`src/handle_slot_allocator_core_macros.svh`:
```
// assertion macros for the handle slot allocator core
// expects signals named clock and reset in the including module
`ifndef HANDLE_SLOT_ALLOCATOR_CORE_MACROS_SVH
`define HANDLE_SLOT_ALLOCATOR_CORE_MACROS_SVH

// same-cycle implication
`define HSA_ASSERT_NOW(label, ante, cons, msg) \
   label: assert property (@(posedge clock) disable iff (reset) (ante) |-> (cons)) \
      else $error(msg);

// next-cycle implication
`define HSA_ASSERT_NEXT(label, ante, cons, msg) \
   label: assert property (@(posedge clock) disable iff (reset) (ante) |=> (cons)) \
      else $error(msg);

`endif

```
`src/hsa_pkg.sv`:
```
// shared types and constants for the handle slot allocator
// no dependencies
`timescale 1ns / 1ps
`default_nettype none

package hsa_pkg;

   localparam int DEF_SLOTS       = 32;
   localparam int DEF_GROUPS      = 32;
   localparam int DEF_VALUE_WIDTH = 32;

   localparam int CMD_W        = 2;
   localparam int REQ_HANDLE_W = 16;
   localparam int DATA_W       = 32;
   localparam int RSP_HANDLE_W = 10;

   // width of the slice that the find-first-zero unit looks at per cycle
   localparam int CHUNK   = 16;
   localparam int CHUNK_W = 4;

   typedef enum logic [CMD_W-1:0] {
      CMD_TAKE = 2'd0,
      CMD_GIVE = 2'd1,
      CMD_SET  = 2'd2,
      CMD_GET  = 2'd3
   } cmd_type;

   typedef struct packed {
      logic               found;
      logic [CHUNK_W-1:0] pos;
   } ffz_type;

endpackage

`default_nettype wire

```
`src/hsa_ffz.sv`:
```
// find-first-zero unit: lowest clear bit of one chunk
// depends on hsa_pkg
`timescale 1ns / 1ps
`default_nettype none

module hsa_ffz
   import hsa_pkg::*;
(
   input  logic [CHUNK-1:0] vec,
   output ffz_type          hit
);

   always_comb begin
      hit.found = ~&vec;
      hit.pos   = '0;
      for (int i = CHUNK - 1; i >= 0; i--) begin
         if (!vec[i]) begin
            hit.pos = CHUNK_W'(i);
         end
      end
   end

endmodule

`default_nettype wire

```
`config.mk`:
```
export PLATFORM = sky130hd
export DESIGN_NAME = hsa_ffz
export DESIGN_NICKNAME = d
export VERILOG_FILES = /design/src/handle_slot_allocator_core_macros.svh /design/src/hsa_pkg.sv /design/src/hsa_ffz.sv
export SDC_FILE = /design/constraint.sdc
export NUM_CORES = 1
export LEC_CHECK = 0
export BUFFER_PORTS_ARGS = -buffer_cell sky130_fd_sc_hd__buf_2
export CAP_MARGIN = 10
export CORE_AREA = 2 2 39 41
export DETAILED_ROUTE_END_ITERATION = 16
export DIE_AREA = 0 0 41 43
export PLACE_DENSITY = 0.5
export SKIP_LAST_GASP = 1
export SLEW_MARGIN = 20
export SYNTH_ARGS = -nofsm -noshare
export SYNTH_HDL_FRONTEND = slang
export SYNTH_SLANG_ARGS = --single-unit
```
`constraint.sdc`:
```
create_clock -name vclk -period 1.1
set_clock_uncertainty 0.2 [all_clocks]
set_input_delay 0.055 -clock vclk [all_inputs]
set_output_delay 0.055 -clock vclk [all_outputs]
set_load 0.01 [all_outputs]
```
# Yosys cells after proc, flatten, opt, wreduce, memory -nomap -nowiden
# Index checks and enable logic that the tools add are counted.
# classes
n_mux,16
n_reduce_logical,2
# op_table
operator,count
$mux 4,16
$reduce_and 16->1,1
$logic_not 1->1,1
# word_totals
reg_bits,0
out_inout_bits,5

# Depth between registers and ports, before layout
# Gate-level depths: netlist (run 1).
# logic_depth
ltp_word,16
depth_mapped,4
depth_no_buf,4

# Least setup slack after synthesis (run 1)
# Ideal clock, no wire load.
# synth_timing
kind,in2out
start,input port vec[14]
end,output port hit[0] (netlist name)
t_arrival_ns,0.529
path_slack_ns,0.316
path_stages,4
n_path_buf,0
cell_sequence,inv_1 -> o21ai_0 -> a311oi_1 -> o21ai_1
# synth_rtl
item,line,text
start: declaration,hsa_ffz.sv:9,"input logic [CHUNK-1:0] vec,"
end: declaration,hsa_ffz.sv:10,output ffz_type hit

==> results of run 1 <==
## final timing paths
kind	start	end	cells past startpoint
max	vec[10]	hit[0]	6
min	vec[0]	hit[0]	4
## critical path, cell delays in order
cell and delay [ns]:
sky130_fd_sc_hd__buf_2 0.12, sky130_fd_sc_hd__inv_1 0.04, sky130_fd_sc_hd__o21ai_0 0.07, sky130_fd_sc_hd__a311oi_1 0.24
sky130_fd_sc_hd__o21ai_1 0.10, sky130_fd_sc_hd__buf_2 0.14
## through the flow
stage	util	worst slack [ns]
floorplan	-	0.316
global placement	0.211	0.0682
detailed placement	0.211	0.0712
CTS	0.211	0.0621
global route	0.214	-0.00424
finish	0.214	0.0788
## layout by cell type (no fill, tap or decap)
cell | synthesis | layout
sky130_fd_sc_hd__nand4_1 | 4 | 4
sky130_fd_sc_hd__o21ai_1 | 2 | 2
sky130_fd_sc_hd__inv_1 | 4 | 4
sky130_fd_sc_hd__o21ai_0 | 3 | 3
sky130_fd_sc_hd__buf_2 | 0 | 21
sky130_fd_sc_hd__a311oi_1 | 1 | 1
sky130_fd_sc_hd__nand3_1 | 1 | 1
sky130_fd_sc_hd__nand2_2 | 1 | 1
sky130_fd_sc_hd__a21oi_1 | 2 | 2
sky130_fd_sc_hd__nor3_2 | 0 | 1
sky130_fd_sc_hd__nor3_1 | 2 | 1
sky130_fd_sc_hd__o21a_1 | 1 | 1
sky130_fd_sc_hd__a31oi_1 | 2 | 2
sky130_fd_sc_hd__nor2_1 | 4 | 4
sky130_fd_sc_hd__nand2_1 | 7 | 7
## area by class of cell
type | count | area, um2 | area share
multi-input combinational | 30 | 156 | 0.527
timing repair buffer | 21 | 105 | 0.354
tap | 16 | 20.0 | 0.0675
inverter | 4 | 15.0 | 0.0506
## report_power, final
group | internal, mW | switching [mW]
logic | 0.0382 | 0.0453
clock network | 0 | 0
registers | 0 | 0
## layer usage
layer	GRT usage	vias up
met5	0	-
met3	0	0
met4	0	0
li1	-	170
met1	0.0949	133
met2	0.113	12
## cell families (layout without fill, tap and decap cells)
family | Yosys count | after routing | synth area share
simple gates | 19 | 19 | 0.526
compound gates | 11 | 11 | 0.383
buf+inv | 4 | 25 | 0.0902
==> results.md, run 1 <==
Timing:
- The fmax is a little under 1000 MHz.
- The transition time at the pin with the least slew margin is approximately 0.21 ns.
- After routing, the total negative slack on setup checks comes to 0 ns.
- The routed design could run at a clock period as short as ~1 ns.
- In the finished design, the share of the clock period the worst path needs comes to 0.928.
- The setup violation total in the final timing report is 0.
- The total count of hold-check failures in the final report came to 0.
- Measured against its own limit, the worst slew margin works out to 0.858.
- The total count of max-transition violations in the final report came to 0.
- Setup repair after global routing could not meet its margin everywhere.
- On the final layout, the worst hold slack is 0.266 ns.

Drt:
- The first TritonRoute pass finished after 3 iterations.
- In the final routed layout, each cell accounts on average for just under 9 um.
- The top metal layer carrying routed signals is met3.
- The routed wire length is just over 600 um.
- After the first detailed-routing iteration, the DRC count stood at 6.
- The length of routed met3 wiring is 51 um.
- The number of nets with antenna violations after routing is 0.
- Dividing the detail-routed via count by the number of cells gives 4.44.
- The wire length on met2 is around 280 um.
- The detailed router put a total of 291 um of wire on met1.
- The detailed router placed 315 vias in this run.
- For this run, design rule violations remaining after detail routing come to 0.

Run status:
- The flow ran to the end, and the final reports show no timing, DRC or antenna violations.

Pwr:
- The leakage component of the power is roughly 0.15 nW.
- The cell area power density is 282 nW/um2.
- The worst-case IR drop observed on VDD is between 0.00008 and 0.00009 V.
- Total power for the finished layout comes to 0.0835 mW.

Worst setup path:
- The sort of element at the end of the critical path is a primary output.
- The kind of start point of the critical path is an input port.
- At the worst endpoint, the arrival time is just under 0.8 ns.
- The setup path with the least slack is of type in -> out.
- In this run the worst path has a maximum fanout of 3.
- For the worst setup path, the data required time is between 0.8 and 0.9 ns.

Clock tree:
- The number of gates resized after CTS was 0.
- The total setup buffers inserted after CTS is 0.
- Buffers inserted to repair hold after CTS numbered 0.

Cells and area:
- The net count of the finished layout is 73.
- The number of flip-flops and latches is 0.
- The layout has 0 clock buffers.
- The number of antenna diodes in the final layout is 0.
- The post-route standard cell area excluding fillers is 297 um2.
- The share of layout cells above drive strength 1 is 0.418.
- After the flow finishes, the layout carries non-filler instances totaling 71.
- The layout has around 170 filler cells.
- Registers take 0 um2.
- The layout-stage area growth over the synthesis result is 78.2%.

Worst hold path:
- The tightest min-delay check is of the in -> out type.

Global route:
- Across every metal layer, demand over resource in global routing totals 0.0659.
- The via count of the first global-routing pass came to between 200 and 300.
- Entering global routing, the biggest net connects 6 pins.
- The wire length of the first global-routing pass is around 900 um.
- The total global routing overflow is 0.
- The initial antenna violation count is 0.

Synthesis:
- The net count after synthesis is 50.
- The most frequent cell after synthesis is sky130_fd_sc_hd__nand2_1.
- By count the netlist is led by 7 x sky130_fd_sc_hd__nand2_1, 4 x sky130_fd_sc_hd__inv_1, 4 x sky130_fd_sc_hd__nand4_1, 4 x sky130_fd_sc_hd__nor2_1, 3 x sky130_fd_sc_hd__o21ai_0.
- The share of the synthesized area in the top cell type is 0.158.
- The share of the Yosys chip area taken by registers is 0.
- The area of the mapped netlist is ~170 um2.
- The number of library cell types mapped by synthesis is 13.
- Sorting the synthesized cells by area gives the leading types as sky130_fd_sc_hd__nand2_1 16%, sky130_fd_sc_hd__nand4_1 15%, sky130_fd_sc_hd__o21ai_0 9.0%.
- The gate count after technology mapping is 34.
- The count of synthesis-stage warnings from yosys is 0.
- Of all cell types, the one taking the most synthesized area is sky130_fd_sc_hd__nand2_1.
- Dividing the synthesized area by the synthesized cell count gives roughly 4.9 um2.

Floorplan:
- The area enclosed by the die boundary is approximately 1800 um2.
- The core area is about 1400 um2.
- 21 I/O pins were placed.
- The die width is between 40 and 50 um.
- Row generation in the floorplan step produced 14 rows.
- The initial utilization of the core area, before any placement, comes to 0.120.
- The overall die height is approximately 43 um.

Place:
- The number of cells in the design after placement is between 70 and 80.
- Input and output buffers added on the ports amount to 21.
- The last weighted congestion value of the routability-driven placer is 0.736.
- Detailed placement finished with a half-perimeter wire length of 560 um.
- Once placement finished, the instance area stood at approximately 290 um2.

Flow run:
- The max-capacitance violation count is 0.
No activity file was read; power rests on OpenSTA's default activity.
==> run 2, diff against run 1 <==
CELL_PAD_IN_SITES_DETAIL_PLACEMENT = 1   (was not set)
CELL_PAD_IN_SITES_GLOBAL_PLACEMENT = 1   (was not set)
PLACE_DENSITY = 0.73   (was 0.5)
SETUP_SLACK_MARGIN = 0.4   (was not set)
==> run 2 against run 1 <==
Sequential share of layout area did not move; first-iteration DRC count fell by 50%; power rose by 69%; cell area rose by 51%.
==> results.md, run 2 (synthesis results as in run 1) <==
Run status:
- The run finished with clean final reports.

Clock tree:
- The total setup buffers inserted after CTS is 0.
- The total of hold buffers inserted after clock tree synthesis is 0.

Worst setup path:
- The number of buffer and inverter instances along the worst setup path is 2.
- The maximum fanout encountered on the critical timing path is 3.
- The cell family contributing the most delay on the critical path is compound AO/OA/AOI/OAI gates.
- The highest cell delay on the worst timing path is 0.18 ns.
- At the worst endpoint, the arrival time is about 0.69 ns.
- The worst setup path is of the in -> out kind.
- STA puts the critical path data required time at approximately 0.84 ns.
- The critical path goes through buf_8, nand2_8, a31oi_1, nor2_1, o21a_1, buf_2.
- On the critical path, the stage with the largest delay is an instance of sky130_fd_sc_hd__o21a_1.
- STA classifies the critical path endpoint as a primary output.
- The worst setup path is launched from an input port.

Cells and area:
- Of the cells placed in the final design, the portion with a size suffix greater than 1 is 0.600.
- The fraction of the core area covered by cells at the end of the flow is 0.324.
- Relative to the synthesized area, the layout overhead comes to 169%.
- The number of clock buffer instances in the layout is 0.
- The number of antenna diodes in the final layout is 0.
- The number of flip-flops and latches is 0.
- Registers take 0 um2.
- In the layout the commonest cells are 9 x sky130_fd_sc_hd__buf_6, 7 x sky130_fd_sc_hd__buf_2, 5 x sky130_fd_sc_hd__buf_8.
- The leading cell type in the layout, fill and taps excluded is sky130_fd_sc_hd__buf_6.
- The net count reported at finish is 73.

Pwr:
- Power spread over the standard cell area amounts to 315 nW/um2.
- For this design the static power due to leakage is roughly 0.19 nW.
- IR analysis of the VDD net gives a maximum drop of roughly 0.00011 V.
- The overall power is around 0.14 mW.

Floorplan:
- The area enclosed by the die boundary is approximately 1800 um2.
- The boundary pin count is 21.
- The site row count is 14.
- The total area inside the core boundary comes to approximately 1400 um2.
- For this configuration, the core starts out at a cell density of 0.120.
- In this run the horizontal extent of the chip is 41 um.
- The overall die height is 43 um.

Timing:
- The final-layout setup total negative slack is 0 ns.
- Derived from the worst setup path, the maximum achievable clock frequency is between 1000 and 1500 MHz.
- The final critical path time including I/O delays and setup is 0.943 ns.
- In the finished design, the share of the clock period the worst path needs comes to 0.857.
- Setup repair after global routing could not meet its margin everywhere.
- The total count of hold-check failures in the final report is 0.
- In this run the tightest slew margin relative to its limit is 0.856.
- The tightest hold margin is around 0.25 ns.
- The total count of max-transition violations in the final report is 0.
- The setup violation total in the final timing report is 0.
- The transition time at the pin with the least slew margin is between 0.2 and 0.25 ns.

Global route:
- Entering global routing, the biggest net connects 6 pins.
- The wire length of the first global-routing pass is 1160 um.
- The initial antenna violation count was 0.
- The via count of the first global-routing pass is between 300 and 400.
- The global-route total usage across every layer is 0.0869.
- The total overflow left after global routing is 0.

Drt:
- The routed wire length is between 700 and 800 um.
- The via count of the routed design is between 300 and 400.
- The count of TritonRoute iterations in the first routing pass is 2.
- In the final routed layout, each cell accounts on average for roughly 10 um.
- The count of unresolved DRC violations after routing is 0.
- Using the TritonRoute via totals, the vias-per-cell ratio works out to approximately 4.4.
- The violation count after the first detailed-route iteration is 3.
- The count of nets left with antenna violations once routing finished came out at 0.

Place:
- The half-perimeter wire length of the detailed placement result is about 610 um.
- During placement, the flow inserted port buffers numbering 21.
- The last weighted congestion value of the routability-driven placer is between 0.7 and 0.8.

Flow run:
- The tool flagged a number of max-cap violations equal to 0.

Worst hold path:
- In this run the worst hold path is classified as in -> out.
run 2: layout make-up:
cell class / count / area, um2
multi-input combinational: 30 / 201
fill: 170 / 936
tap: 16 / 20.0
timing repair buffer: 21 / 211
inverter: 4 / 15.0
run 2: routing by layer:
metal / part of all wire / GRT usage
met5: 0 / 0
met4: 0 / 0
met3: 0.059 / 0
met2: 0.57 / 0.172
met1: 0.37 / 0.101
run 2: metrics by stage:
step	setup WS [ns]	instance area (um2)	cells
after floorplan	0.362	195	34
after global placement	0.0588	320	71
after detailed placement	0.0592	320	71
after CTS	0.139	437	71
after global routing	0.0814	448	71
final	0.157	448	71
run 2: power by group:
part / switching [mW] / internal (mW) / total, mW
clock: 0 / 0 / 0
sequential: 0 / 0 / 0
combinational: 0.0585 / 0.0823 / 0.141
run 2: final timing paths:
| kind | start | end | slack (ns) | cells past startpoint |
|---|---|---|---|---|
| setup / recovery | vec[10] | hit[1] | 0.16 | 6 |
| hold / removal | vec[0] | hit[0] | 0.25 | 4 |
run 2: repair_timing:
item                                   4_1_cts  5_1_grt
endpoints found under the hold margin        0        0
gates resized for setup                     28        3
pin swaps                                   10        2
setup endpoints to repair                    5        5
